### config.mk
export PLATFORM = sky130hd
export DESIGN_NAME = integer_to_roman_numeral
export DESIGN_NICKNAME = d
export VERILOG_FILES = /design/src/rtl/i2r_pkg.sv /design/src/rtl/i2r_dp.sv /design/src/rtl/i2r_seq.sv /design/src/rtl/integer_to_roman_numeral.sv
export SDC_FILE = /design/constraint.sdc
export NUM_CORES = 1
export LEC_CHECK = 0
export ABC_AREA = 1
export ABC_CLOCK_PERIOD_IN_PS = 3050
export BUFFER_PORTS_ARGS = -buffer_cell sky130_fd_sc_hd__buf_2
export CAP_MARGIN = 15
export CORE_ASPECT_RATIO = 2
export CORE_MARGIN = 2
export CORE_UTILIZATION = 32
export CTS_CLUSTER_DIAMETER = 100
export CTS_CLUSTER_SIZE = 8
export DETAILED_ROUTE_END_ITERATION = 10
export HOLD_SLACK_MARGIN = 0.02
export PLACE_DENSITY_LB_ADDON = 0.08
export SLEW_MARGIN = 20
export SYNTH_ARGS = -nofsm -noshare
export SYNTH_HDL_FRONTEND = slang
export SYNTH_HIERARCHICAL = 1
export SYNTH_SLANG_ARGS = --single-unit
### constraint.sdc
create_clock -name clk -period 3.05 [get_ports clk]
set_clock_uncertainty 0.1 [all_clocks]
set_input_delay 0.61 -clock clk [delete_from_list [all_inputs] [get_ports clk]]
set_output_delay 0.61 -clock clk [all_outputs]
set_load 0.05 [all_outputs]
### src/rtl/i2r_pkg.sv
`default_nettype none

package i2r_pkg;

    // Field widths of the converter.
    localparam int unsigned VALUE_W  = 12;
    localparam int unsigned LETTER_W = 7;
    localparam int unsigned AMT_W    = 10;
    localparam int unsigned STEP_W   = 5;

    // ASCII codes of the numeral letters.
    localparam logic [LETTER_W-1:0] LTR_C = 7'h43;
    localparam logic [LETTER_W-1:0] LTR_D = 7'h44;
    localparam logic [LETTER_W-1:0] LTR_I = 7'h49;
    localparam logic [LETTER_W-1:0] LTR_L = 7'h4C;
    localparam logic [LETTER_W-1:0] LTR_M = 7'h4D;
    localparam logic [LETTER_W-1:0] LTR_V = 7'h56;
    localparam logic [LETTER_W-1:0] LTR_X = 7'h58;

    // Entry points of the program: thousands, then one group of six steps per digit.
    localparam logic [STEP_W-1:0] ST_THOU = 5'd0;
    localparam logic [STEP_W-1:0] ST_HUND = 5'd1;
    localparam logic [STEP_W-1:0] ST_TENS = 5'd7;
    localparam logic [STEP_W-1:0] ST_UNIT = 5'd13;
    localparam logic [STEP_W-1:0] ST_END  = 5'd19;

    // One control word. A step passes when the remainder is at least thresh;
    // on a pass it emits letter, subtracts sub_amt and jumps to next_pass.
    typedef struct packed {
        logic [AMT_W-1:0]    thresh;
        logic [AMT_W-1:0]    sub_amt;
        logic [LETTER_W-1:0] letter;
        logic [STEP_W-1:0]   next_pass;
        logic [STEP_W-1:0]   next_fail;
    } uword_t;

    // Sequencer to datapath.
    typedef struct packed {
        logic   load;
        logic   active;
        uword_t word;
    } ctrl_t;

    // Datapath to sequencer.
    typedef struct packed {
        logic pass;
        logic zero_after;
    } status_t;

    function automatic uword_t mk_word(
        input logic [AMT_W-1:0]    thresh,
        input logic [AMT_W-1:0]    sub_amt,
        input logic [LETTER_W-1:0] letter,
        input logic [STEP_W-1:0]   next_pass,
        input logic [STEP_W-1:0]   next_fail
    );
        uword_t w;
        w.thresh    = thresh;
        w.sub_amt   = sub_amt;
        w.letter    = letter;
        w.next_pass = next_pass;
        w.next_fail = next_fail;
        return w;
    endfunction

    // Control store. Each digit group tests nine, five, four and one in turn;
    // the second letter of a subtractive pair is an unconditional step.
    function automatic uword_t urom(input logic [STEP_W-1:0] step);
        uword_t w;
        unique case (step)
            5'd0:  w = mk_word(10'd1000, 10'd1000, LTR_M, ST_THOU,    ST_HUND);
            5'd1:  w = mk_word(10'd900,  10'd0,    LTR_C, 5'd2,       5'd3);
            5'd2:  w = mk_word(10'd0,    10'd900,  LTR_M, ST_TENS,    ST_TENS);
            5'd3:  w = mk_word(10'd500,  10'd500,  LTR_D, 5'd6,       5'd4);
            5'd4:  w = mk_word(10'd400,  10'd0,    LTR_C, 5'd5,       5'd6);
            5'd5:  w = mk_word(10'd0,    10'd400,  LTR_D, ST_TENS,    ST_TENS);
            5'd6:  w = mk_word(10'd100,  10'd100,  LTR_C, 5'd6,       ST_TENS);
            5'd7:  w = mk_word(10'd90,   10'd0,    LTR_X, 5'd8,       5'd9);
            5'd8:  w = mk_word(10'd0,    10'd90,   LTR_C, ST_UNIT,    ST_UNIT);
            5'd9:  w = mk_word(10'd50,   10'd50,   LTR_L, 5'd12,      5'd10);
            5'd10: w = mk_word(10'd40,   10'd0,    LTR_X, 5'd11,      5'd12);
            5'd11: w = mk_word(10'd0,    10'd40,   LTR_L, ST_UNIT,    ST_UNIT);
            5'd12: w = mk_word(10'd10,   10'd10,   LTR_X, 5'd12,      ST_UNIT);
            5'd13: w = mk_word(10'd9,    10'd0,    LTR_I, 5'd14,      5'd15);
            5'd14: w = mk_word(10'd0,    10'd9,    LTR_X, ST_END,     ST_END);
            5'd15: w = mk_word(10'd5,    10'd5,    LTR_V, 5'd18,      5'd16);
            5'd16: w = mk_word(10'd4,    10'd0,    LTR_I, 5'd17,      5'd18);
            5'd17: w = mk_word(10'd0,    10'd4,    LTR_V, ST_END,     ST_END);
            5'd18: w = mk_word(10'd1,    10'd1,    LTR_I, 5'd18,      ST_END);
            default: w = mk_word(10'd1,  10'd1,    LTR_I, ST_END,     ST_END);
        endcase
        return w;
    endfunction

endpackage

`default_nettype wire

### src/rtl/i2r_dp.sv
`default_nettype none

module i2r_dp (
    input  wire logic                               clk,
    input  wire logic                               rst_n,
    input  wire i2r_pkg::ctrl_t                     ctrl,
    input  wire logic [i2r_pkg::VALUE_W-1:0]        value,
    output i2r_pkg::status_t                        status,
    output logic [i2r_pkg::LETTER_W-1:0]            letter,
    output logic                                    last,
    output logic                                    strobe
);

    logic [i2r_pkg::VALUE_W-1:0]  rem_reg;
    logic [i2r_pkg::VALUE_W-1:0]  rem_next;
    logic [i2r_pkg::VALUE_W-1:0]  rem_after;
    logic [i2r_pkg::LETTER_W-1:0] letter_reg;
    logic                         last_reg;
    logic                         strobe_reg;
    logic                         pass;
    logic                         emit;

    // Compare against the step's threshold and subtract on a pass.
    always_comb
    begin
        pass      = rem_reg >= {{(i2r_pkg::VALUE_W-i2r_pkg::AMT_W){1'b0}}, ctrl.word.thresh};
        emit      = ctrl.active && pass;
        rem_after = rem_reg - {{(i2r_pkg::VALUE_W-i2r_pkg::AMT_W){1'b0}}, ctrl.word.sub_amt};
        if (ctrl.load)
        begin
            rem_next = value;
        end
        else if (emit)
        begin
            rem_next = rem_after;
        end
        else
        begin
            rem_next = rem_reg;
        end
        status.pass       = pass;
        status.zero_after = rem_after == '0;
    end

    // Remainder register.
    always_ff @(posedge clk)
    begin
        rem_reg <= rem_next;
    end

    // Result beat register: one beat per emitted letter.
    always_ff @(posedge clk or negedge rst_n)
    begin
        if (!rst_n)
        begin
            strobe_reg <= 1'b0;
        end
        else
        begin
            strobe_reg <= emit;
        end
    end

    always_ff @(posedge clk)
    begin
        if (emit)
        begin
            letter_reg <= ctrl.word.letter;
            last_reg   <= rem_after == '0;
        end
    end

    assign letter = letter_reg;
    assign last   = last_reg;
    assign strobe = strobe_reg;

endmodule

`default_nettype wire

### src/rtl/i2r_seq.sv
`default_nettype none

module i2r_seq (
    input  wire logic               clk,
    input  wire logic               rst_n,
    input  wire logic               go,
    input  wire logic               load,
    input  wire i2r_pkg::status_t   status,
    output i2r_pkg::ctrl_t          ctrl,
    output logic                    busy
);

    logic [i2r_pkg::STEP_W-1:0] step_reg;
    logic [i2r_pkg::STEP_W-1:0] step_next;
    logic                       busy_reg;
    logic                       busy_next;
    i2r_pkg::uword_t            word;

    // Fetch the control word of the current step.
    assign word = i2r_pkg::urom(step_reg);

    // Step counter with conditional jump; the run ends when the remainder drains.
    always_comb
    begin
        step_next = step_reg;
        busy_next = busy_reg;
        if (go)
        begin
            step_next = i2r_pkg::ST_THOU;
            busy_next = 1'b1;
        end
        else if (busy_reg)
        begin
            step_next = status.pass ? word.next_pass : word.next_fail;
            if ((status.pass && status.zero_after) || step_reg == i2r_pkg::ST_END)
            begin
                busy_next = 1'b0;
            end
        end
    end

    always_ff @(posedge clk or negedge rst_n)
    begin
        if (!rst_n)
        begin
            step_reg <= i2r_pkg::ST_THOU;
            busy_reg <= 1'b0;
        end
        else
        begin
            step_reg <= step_next;
            busy_reg <= busy_next;
        end
    end

    always_comb
    begin
        ctrl.load   = load;
        ctrl.active = busy_reg && step_reg != i2r_pkg::ST_END;
        ctrl.word   = word;
    end

    assign busy = busy_reg;

endmodule

`default_nettype wire

### src/rtl/integer_to_roman_numeral.sv
`default_nettype none

// Integer to Roman numeral converter.
// Command channel: drive value and raise start; the value is taken at a rising
// edge where start is high and busy is low. A value of zero is taken and gives
// no beats; busy stays low.
// Result channel: one beat per numeral letter, most significant letter first.
// letter holds the ASCII code and last marks the final letter; each beat is
// valid for exactly one cycle while strobe is high. The receiver cannot stall,
// so every beat must be taken when it appears.
// Timing: the value is loaded into the remainder register, and each letter is
// registered into letter and strobe from the step that emits it. Each step
// either emits one letter or is a digit test that emits nothing. A microcoded
// sequencer walks a 19-step control store, one step per cycle, with one compare
// and subtract on the remainder register per step.
// busy drops with the final letter's beat, and a new value may be taken while
// that beat is still on the ports.
// Reset: rst_n clears the sequencer and the strobe; no beat is pending after it.

module integer_to_roman_numeral (
    input  wire logic                               clk,
    input  wire logic                               rst_n,
    input  wire logic                               start,
    output logic                                    busy,
    input  wire logic [i2r_pkg::VALUE_W-1:0]        value,
    output logic [i2r_pkg::LETTER_W-1:0]            letter,
    output logic                                    last,
    output logic                                    strobe
);

    logic              accept;
    logic              go;
    i2r_pkg::ctrl_t    ctrl;
    i2r_pkg::status_t  status;

    // A nonzero value starts the program; zero is taken and dropped.
    assign accept = start && !busy;
    assign go     = accept && value != '0;

    i2r_seq u_seq (
        .clk    (clk),
        .rst_n  (rst_n),
        .go     (go),
        .load   (accept),
        .status (status),
        .ctrl   (ctrl),
        .busy   (busy)
    );

    i2r_dp u_dp (
        .clk    (clk),
        .rst_n  (rst_n),
        .ctrl   (ctrl),
        .value  (value),
        .status (status),
        .letter (letter),
        .last   (last),
        .strobe (strobe)
    );

`ifndef SYNTHESIS
    // The sequencer only goes idle on the beat that ends a numeral.
    a_idle_on_last: assert property (@(posedge clk) disable iff (!rst_n)
        $fell(busy) |-> strobe && last)
        else $error("busy dropped without a final letter");

    // A letter that is not the last one leaves the sequencer running.
    a_more_letters: assert property (@(posedge clk) disable iff (!rst_n)
        strobe && !last |-> busy)
        else $error("numeral ended without a final letter");

    // Every beat carries one of the seven numeral letters.
    a_legal_letter: assert property (@(posedge clk) disable iff (!rst_n)
        strobe |-> letter == i2r_pkg::LTR_C || letter == i2r_pkg::LTR_D ||
                   letter == i2r_pkg::LTR_I || letter == i2r_pkg::LTR_L ||
                   letter == i2r_pkg::LTR_M || letter == i2r_pkg::LTR_V ||
                   letter == i2r_pkg::LTR_X)
        else $error("illegal letter code");

    // A zero value starts nothing.
    a_zero_idle: assert property (@(posedge clk) disable iff (!rst_n)
        start && !busy && value == '0 |=> !busy && !strobe)
        else $error("zero value started a numeral");
`endif

endmodule

`default_nettype wire
Yosys cells after proc, flatten, opt, wreduce, memory -nomap -nowiden
Memories as Yosys holds them, arrays and structs flattened.
Cells that the tools add are included.
- $add $sub $neg: 1
- multipliers: 0
- divide/modulo/power cells: 0
- magnitude comparators: 1
- eq/ne operators: 2
- shifts and indexed selects: 0
- mux-type cells: 8
- bitwise operators: 0
- reduce and logical (&&, ||, !) cells: 11
- operators with widths (operator ; count):
    $mux 12 ; 2
    $mux 5 ; 3
    $ge 12x10->1 ; 1
    $logic_not 12->1 ; 1
    $reduce_bool 12->1 ; 1
    $sub 12x10->12 ; 1
    $eq 5x5->1 const B ; 1
    $logic_and 1x1->1 ; 5
    $ne 5x5->1 const B ; 1
    $reduce_bool 2->1 ; 2
    $mux 1 ; 3
    $logic_not 1->1 ; 1
    $logic_or 1x1->1 ; 1
- register bits: 27
- bits in latches: 0
- RAM bits: 0
- memory bits (read-only): 1120
- bits of input ports: 15
- output and inout port bits: 10
- word-level logic and storage cells: 30
- memories kept: 1
- memories (memory ; depth ; bits a word ; read ports ; clocked after memory_dff ; write ports ; line ; RTL):
    (no name shown) ; 32 ; 35 ; 1 ; 0 ; 0 ; i2r_pkg.sv:70 ; unique case (step)

Logic depth before layout (Yosys ltp)
Gate-level depths: netlist of the first run.
An unclocked memory read counts as a cell.
- depth after elaboration: 8
- gate-level depth with buffers: 24
- mapped depth without buffers: 23

Cells and area by module
Netlist of the first run, hierarchy kept.
- modules (own cells, without submodules) (module ; times used ; cells each ; area each (sq um) ; sequential area each (sq um)):
    i2r_dp ; 1 ; 234 ; 1750.4 ; 625.6
    i2r_seq ; 1 ; 190 ; 1058.5 ; 150.1
    integer_to_roman_numeral ; 1 ; 14 ; 58.8 ; 0.0

Worst setup path before layout of the first run
No wires, ideal clock.
- kind: reg2reg
- from: reg u_seq/step_reg[0] (netlist name)
- to: reg u_seq.busy_reg (netlist: u_seq/busy)
- library setup time: 0.117 ns
- arrival time: 2.586 ns
- data required time: 2.833 ns
- slack: 0.247 ns
- cell stages (with the launch flop): 22
- path buffers: 0
- clock period less this slack: 2.803 ns
- path through: dfrtp_1 -> inv_1 -> ha_1 -> nand2_1 -> inv_1 -> nor2_1 -> nand3_1 -> o21ai_0 -> inv_1 -> ha_1 -> a21oi_1 -> nand2_1 -> nand3_1 -> nand2_1 -> nand2_1 -> nand2_1 -> nor2_1 -> nand2_1 -> nor2_2 -> nand2_1 -> nand2_1 -> nand2_1
- RTL lines (element ; line ; RTL):
    start: declaration ; i2r_seq.sv:13 ; logic [i2r_pkg::STEP_W-1:0] step_reg;
    start signal: assignment ; i2r_seq.sv:46 ; step_reg <= i2r_pkg::ST_THOU;
    start signal: assignment ; i2r_seq.sv:51 ; step_reg <= step_next;
    end signal: assignment ; i2r_seq.sv:52 ; busy_reg <= busy_next;
    end: declaration ; i2r_seq.sv:15 ; logic busy_reg;

==> results of run 1 <==
[worst max-delay path: stages, from the launching register on]
cell and delay, ns:
dfrtp_2 0.46, buf_6 0.12, nand3_1 0.08, nand2_2 0.10
inv_2 0.06, nor2_4 0.16, ha_4 0.15, inv_2 0.04
fa_2 0.40, xnor2_1 0.21, nand3_1 0.14, nor2_2 0.19
nand3_2 0.12, nor2_4 0.12, nand2_1 0.07, nor2_2 0.13
nand2_1 0.07, nand2_1 0.06, nand2_1 0.04
[repair_timing]
action	in CTS	in global routing
pin swaps	0	24
gates cloned	0	0
hold buffers	0	0
endpoints found under the hold margin	0	0
buffers inserted	0	10
setup endpoints to repair	2	28
resized for setup	10	75
[stage by stage]
step / setup slack (ns) / utilization
after floorplan: 0.247 / -
after global placement: -0.0500 / 0.394
after detailed placement: -0.0439 / 0.394
after CTS: 0.0164 / 0.408
after global routing: -0.0387 / 0.451
final: 0.115 / 0.451
[layout make-up]
type	instances	area share
clock buffers	3	0.0194
flip-flops and latches	27	0.201
inverters	77	0.0753
multi-input cells	309	0.509
well taps	100	0.0323
repair buffers	86	0.162
clock inverters	1	0.00129
[cells in the final DEF, fill, tap and decap left out, types with 12 or more instances in the layout]
| cell | count |
|---|---|
| nor2_1 | 28 |
| buf_4 | 56 |
| nand2_1 | 109 |
| nand3_1 | 26 |
| inv_2 | 12 |
| a21oi_1 | 14 |
| nand2_2 | 16 |
| inv_1 | 63 |
| edfxtp_1 | 20 |
| buf_2 | 24 |
| ha_1 | 15 |
[final timing paths]
kind / from / endpoint / slack (ns) / depth (start not counted)
hold reg to reg: u_seq/step_reg[3] / u_seq/step_reg[3] / 0.49 / 1
max in group asynchronous: rst_n / u_seq/step_reg[0] / 2.61 / 1
setup reg to reg: u_seq/step_reg[1] / u_seq/busy / 0.11 / 18
min in group clk: u_seq/step_reg[3] / u_seq/step_reg[3] / 0.49 / 1
setup / recovery: u_seq/step_reg[1] / u_seq/busy / 0.11 / 18
hold / removal: rst_n / u_seq/step_reg[4] / 0.06 / 1
[routing by layer]
metal  share of wire  GRT usage  wire [um]  up-vias
met3           0.018     0.0103        184       37
met4           0.083      0.160        822        0
li1                -          -          -     1530
met5               0          0          0        -
met2            0.58      0.430       5720       88
met1            0.32      0.177       3220     1424
==> impl_metrics.tcl, run 1 <==
set metrics [dict create \
    final_layout_size_suffix_gt1_frac 0.342 \
    clockBufferDepth 2 \
    drt-wirelength-per-cell_um 16.5 \
    clock-sinks 27 \
    design_area_um2 3870 \
    maxCapViolCount 0 \
    routed_wl_um 9950 \
    die_h_um 137 \
    gp_congestion 0.982 \
    viasPerCell 5.11 \
    num_vias 3079 \
    hp-class "input pin to async pin" \
    io_buffers 24 \
    dieWidth_um 70.4 \
    antenna_found_initial 0 \
    drcViolationCount 0 \
    firstDrtPassIters 4 \
    cts-root-buf "clkbuf_16" \
    critPathRequiredTime_ns 3.12 \
    nNetsFinal 548 \
    status "complete, no violations" \
    slew_violations 0 \
    initial_utilization 0.329 \
    drt_iter0_drc 155 \
    grt_util_all_layers 0.209 \
    worstSkewPairLatency_ns 0.27 \
    clock.fmax_ghz 0.341 \
    grt_pass1_wl_um 15100 \
    multi_input_area_um2 1970 \
    setup_violations 0 \
    postSynthNetCount 473 \
    fillers 924 \
    largest_reg_flops 12 \
    ant_nets 0 \
    post_dp_cell_area_um2 3380 \
    num_antenna_cells 0 \
    period_minus_slack_ns 2.94 \
    htreeDepth 1 \
    holdWs_ns 0.0601 \
    area_delta_synth_final_pct 37.1 \
    critPathKind "flop to flop" \
    synthCells 429 \
    tns_ns 0 \
    io_pins 25 \
    worstPathArrival_ns 3.01 \
    dp_cells 589 \
    rsz0062_at_grt "true" \
    cts_made_buffers 3 \
    setup.worst_path.end_class "flop" \
    final_hold_viol_count 0 \
    synth_area_per_cell_um2 6.58 \
    cp-start-kind "flop" \
    ys_warn_count 6 \
    final_cells 603 \
    cp_max_fo 4 \
    clkTransAtPathRegs_ns 0.08 \
    cts_tree "yes" \
    core_um2 8590 \
    rows 48 \
    syn-cell-area_um2 2820 \
    grt-ovfl-total 0 \
    first_global_vias 3058 \
    die_area_um2 9640 \
    grt_max_degree 19 \
    seq_area_um2 779 \
    timing.final.crit_share 0.962 \
    hpwl_um 8400 \
]
Power of run 1 is not shown: default switching activity piles up to over one toggle a cycle in this logic, so the estimate is an artifact.
==> inputs of run 2 (changes only) <==
--- a/config.mk
+++ b/config.mk
@@ -9,5 +9,4 @@
 export ABC_CLOCK_PERIOD_IN_PS = 3050
 export BUFFER_PORTS_ARGS = -buffer_cell sky130_fd_sc_hd__buf_2
-export CAP_MARGIN = 15
 export CORE_ASPECT_RATIO = 2
 export CORE_MARGIN = 2
==> constraint.sdc (replaced) <==
create_clock -name clk -period 3.05 [get_ports clk]
set_clock_uncertainty 0.1 [all_clocks]
set_input_delay 0.1525 -clock clk [delete_from_list [all_inputs] [get_ports clk]]
set_output_delay 0.1525 -clock clk [all_outputs]
set_load 0.05 [all_outputs]
==> run 2 against run 1 <==
Net effect: register-to-register slack improved by 0.03 ns; final area down 1.3%; first-iteration DRC count fell by 13%; sequential share of layout area is 0.19 points higher; critical endpoint unchanged.
==> impl_metrics.tcl, run 2 (same netlist as run 1, synthesis figures left out) <==
set metrics [dict create \
    crit_slowest_cell "dfrtp_1" \
    grt_pass1_wl_um 15300 \
    worstPathArrival_ns 2.99 \
    grt_util_all_layers 0.211 \
    final_cell_mix "nand2_1 (105), inv_1 (65), buf_4 (60)" \
    crit_path_max_incr_delay_ns 0.44 \
    antenna_found_initial 0 \
    timing.final.crit_share 0.953 \
    r2r-end "u_seq/busy" \
    dp_slack_ns -0.138 \
    reg2regPathDepth 20 \
    io_pins 25 \
    cp-start-kind "flop" \
    critPathRequiredTime_ns 3.13 \
    initial_utilization 0.329 \
    final_common_cell "nand2_1" \
    drt_iter0_drc 135 \
    dp_cells 595 \
    final_hold_viol_count 0 \
    ant_nets 0 \
    critPathKind "flop to flop" \
    area_delta_synth_final_pct 35.4 \
    setup_violations 0 \
    cp_max_fo 4 \
    io_buffers 24 \
    tns_ns 0 \
    firstDrtPassIters 4 \
    grt_max_degree 19 \
    first_global_vias 3101 \
    worstSkewPairLatency_ns 0.28 \
    cts_made_buffers 3 \
    path_cells "inv_2 > buf_4 > ha_2 > nand2_1 > a21oi_1 > inv_1 > buf_4 > ha_1 > nand3_1 > nand2_2 > nand2_1 > nand2_1 > nor2_1 > nand3_1 > nor2_2 > nand2_1 > nor2_2 > nand2_1 > nand2_1 > nand2_1" \
    routed_wl_um 9950 \
    core_um2 8590 \
    hp-class "input pin to flop" \
    num_vias 3030 \
    viasPerCell 5.01 \
    dieWidth_um 70.4 \
    htreeDepth 1 \
    largest_reg_flops 12 \
    clock.fmax_ghz 0.344 \
    hold_path_depth 3 \
    setup_ws_ns 0.143 \
    period_minus_slack_ns 2.91 \
    crit_buf_inv 4 \
    setup.worst_path.end_class "flop" \
    cts_tree "yes" \
    status "complete, no violations" \
    clock-sinks 27 \
    rrSetupSlack_ns 0.14 \
    hold_start "value[11]" \
    cts-root-buf "clkbuf_16" \
    final_cells 605 \
    rows 48 \
    hpwl_um 8240 \
    grt-ovfl-total 0 \
    num_antenna_cells 0 \
    timing.rr.start "u_seq/step_reg[0]" \
    drt-wirelength-per-cell_um 16.4 \
    clkTransAtPathRegs_ns 0.08 \
    nNetsFinal 550 \
    min_to "u_dp/rem_reg[11]" \
    slew_violations 0 \
    clockBufferDepth 2 \
    die_area_um2 9640 \
    rsz0062_at_grt "true" \
    cp_num_cells 20 \
    crit_family "simple AND/OR/NAND/NOR gates" \
    drcViolationCount 0 \
    die_h_um 137 \
    gp_congestion 1.04 \
    crit_top_cell "nand2_1" \
    maxCapViolCount 0 \
    final_layout_size_suffix_gt1_frac 0.325 \
    fin_util 0.445 \
]
## run 2: cell type report
class	instances	area, um2
Sequential cell	27	777
Timing Repair Buffer	88	632
Inverter	77	295
Clock inverter	1	6.26
Fill cell	912	4760
Multi-Input combinational cell	309	1910
Clock buffer	3	75.1
Tap cell	100	125
## run 2: layer usage
metal  up-vias  global-route usage  wire length, um
li1       1527                   -                -
met1      1406               0.184             3240
met2        64               0.440             5880
met3        33             0.00736              155
met4         0               0.145              664
met5         -                   0                0
## run 2: metrics by stage
step,cell area (um2),hold WS [ns]
final,3820,0.0660
after global routing,3820,0.0928
after CTS,3550,0.0656
after detailed placement,3430,-0.0964
after global placement,3430,-0.0984
after floorplan,2820,-0.243
## run 2: tightest hold or removal path, cell delays in order
cell,delay [ns]
buf_2,0.08
nand2_1,0.04
o21ai_1,0.06
## run 2: how the worst max path moves through the flow
stage,from,endpoint,slack (ns)
3_3_place_gp,u_seq/step_reg[0],u_seq/busy,-0.15
6_report,u_seq/step_reg[0],u_seq/busy,0.14
3_5_place_dp,u_seq/step_reg[0],u_seq/busy,-0.14
2_1_floorplan,u_seq/step_reg[0],u_seq/busy,0.25
4_1_cts,u_seq/step_reg[0],u_seq/busy,0.004
5_1_grt,u_seq/step_reg[1],u_seq/busy,-0.06
## run 2: what timing repair did
item,in CTS,in global routing
endpoints found under the hold margin,7,0
gates resized for setup,9,61
endpoints found under the setup margin,5,27
hold buffers,1,0
buffers inserted,1,4
cloned,0,0
pin swaps,0,11
Power of run 2 is left out for the same reason.
==> inputs of run 3 (changes only) <==
Settings changed: ABC_CLOCK_PERIOD_IN_PS 3050 to 2600, GPL_ROUTABILITY_DRIVEN from default to 0.
Clock period 3.05 ns to 2.6 ns, I/O delays scaled along.
==> run 3 against run 2 <==
Net effect: the flow now finishes with violations (setup timing); setup slack worse by 0.39 ns; global-route usage is 1.5 points higher; fmax is 2.2% higher; first-iteration DRC count is 26% higher; final area is 18% higher; critical endpoint unchanged; clock-buffer cell count stayed put; largest cell class unchanged.
==> impl_metrics.tcl, run 3 (same netlist as run 1, synthesis figures left out) <==
set metrics [dict create \
    area_delta_synth_final_pct 60.4 \
    ant_nets 0 \
    first_global_vias 3461 \
    final_cell_mix "buf_4 (104), nand2_1 (97), inv_1 (57)" \
    grt_util_all_layers 0.226 \
    clkTransAtPathRegs_ns 0.08 \
    num_antenna_cells 0 \
    dieWidth_um 70.4 \
    clock-sinks 27 \
    worstSkewPairLatency_ns 0.28 \
    drt_iter0_drc 170 \
    firstDrtPassIters 4 \
    critPathKind "flop to flop" \
    viasPerCell 5.07 \
    timing.final.crit_share 1.09 \
    clockBufferDepth 2 \
    dp_slack_ns -0.550 \
    final_layout_size_suffix_gt1_frac 0.482 \
    routed_wl_um 11000 \
    maxCapViolCount 0 \
    cts_made_buffers 3 \
    io_buffers 24 \
    slew_violations 0 \
    fin_util 0.528 \
    setup_ws_ns -0.245 \
    die_area_um2 9640 \
    setup.worst_path.end_class "flop" \
    initial_utilization 0.329 \
    period_minus_slack_ns 2.85 \
    hp-class "input pin to flop" \
    drt-wirelength-per-cell_um 16.8 \
    hpwl_um 8490 \
    critPathRequiredTime_ns 2.68 \
    final_common_cell "buf_4" \
    drcViolationCount 0 \
    violations "setup timing" \
    setup_violations 30 \
    htreeDepth 1 \
    grt_pass1_wl_um 16600 \
    final_hold_viol_count 0 \
    largest_reg_flops 12 \
    grt_max_degree 18 \
    cp_max_fo 6 \
    cts-root-buf "clkbuf_16" \
    final_cells 656 \
    grt-ovfl-total 0 \
    nNetsFinal 601 \
    worstPathArrival_ns 2.92 \
    status "finished, violations left" \
    io_pins 25 \
    rows 48 \
    dp_cells 622 \
    clock.fmax_ghz 0.351 \
    die_h_um 137 \
    num_vias 3328 \
    cts_tree "yes" \
    cp-start-kind "flop" \
    rsz0062_at_grt "true" \
    antenna_found_initial 0 \
    core_um2 8590 \
]
## run 3: worst paths after layout
check                           cells past startpoint           endpoint              start  slack, ns
worst max-delay path                               19         u_seq/busy  u_seq/step_reg[1]      -0.25
worst min-delay path                                3    u_dp/rem_reg[0]           value[0]       0.05
worst max register to register                     19         u_seq/busy  u_seq/step_reg[1]      -0.25
worst min register to register                      2  u_seq/step_reg[4]  u_seq/step_reg[4]       0.49
max in group asynchronous                           2  u_seq/step_reg[0]              rst_n       2.11
min in group asynchronous                           2         u_seq/busy              rst_n       0.11
## run 3: critical path, cell delays in order, from the launching register on
cell	delay, ns
dfrtp_2	0.47
inv_4	0.12
ha_4	0.23
nand2_4	0.07
inv_2	0.05
nor2_4	0.12
nand3_2	0.07
o21ai_1	0.08
inv_1	0.08
ha_4	0.28
a21oi_4	0.19
nand2_4	0.10
xor2_2	0.20
nand3_2	0.12
nor2_4	0.14
nand2_2	0.06
nor2_2	0.10
nand2_1	0.06
nand2_1	0.06
nand2_1	0.04
## run 3: routing by layer
| layer | vias to the layer above | global-route usage | routed length [um] |
|---|---|---|---|
| met5 | - | 0 | 0 |
| met4 | 0 | 0.201 | 1130 |
| met3 | 66 | 0.00810 | 258 |
| met2 | 106 | 0.459 | 6160 |
| met1 | 1524 | 0.188 | 3440 |
| li1 | 1632 | - | - |
## run 3: through the flow
step           hold WS, ns  cell area [um2]  setup TNS, ns
3_5_place_dp        -0.120             3690         -11.20
2_1_floorplan       -0.266             2870              0
3_3_place_gp        -0.116             3690         -11.35
4_1_cts             0.0456             4280          -4.62
5_1_grt             0.0527             4530          -9.10
6_report            0.0477             4530          -4.39
## run 3: cell type report
| type | count | area (um2) |
|---|---|---|
| Clock buffer | 3 | 75.1 |
| Clock inverter | 1 | 6.26 |
| Fill cell | 810 | 4060 |
| Inverter | 77 | 297 |
| Multi-Input combinational cell | 309 | 2190 |
| Sequential cell | 27 | 781 |
| Tap cell | 100 | 125 |
| Timing Repair Buffer | 139 | 1050 |
## run 3: repair_timing
item                                    in CTS  in global routing
endpoints found under the setup margin      34                 34
hold buffers                                 1                  0
gates cloned                                 0                  1
setup buffers                               26                  3
pin swaps                                   33                 25
endpoints found under the hold margin        7                  0
resized for setup                           89                 48
Power of run 3 is left out for the same reason.
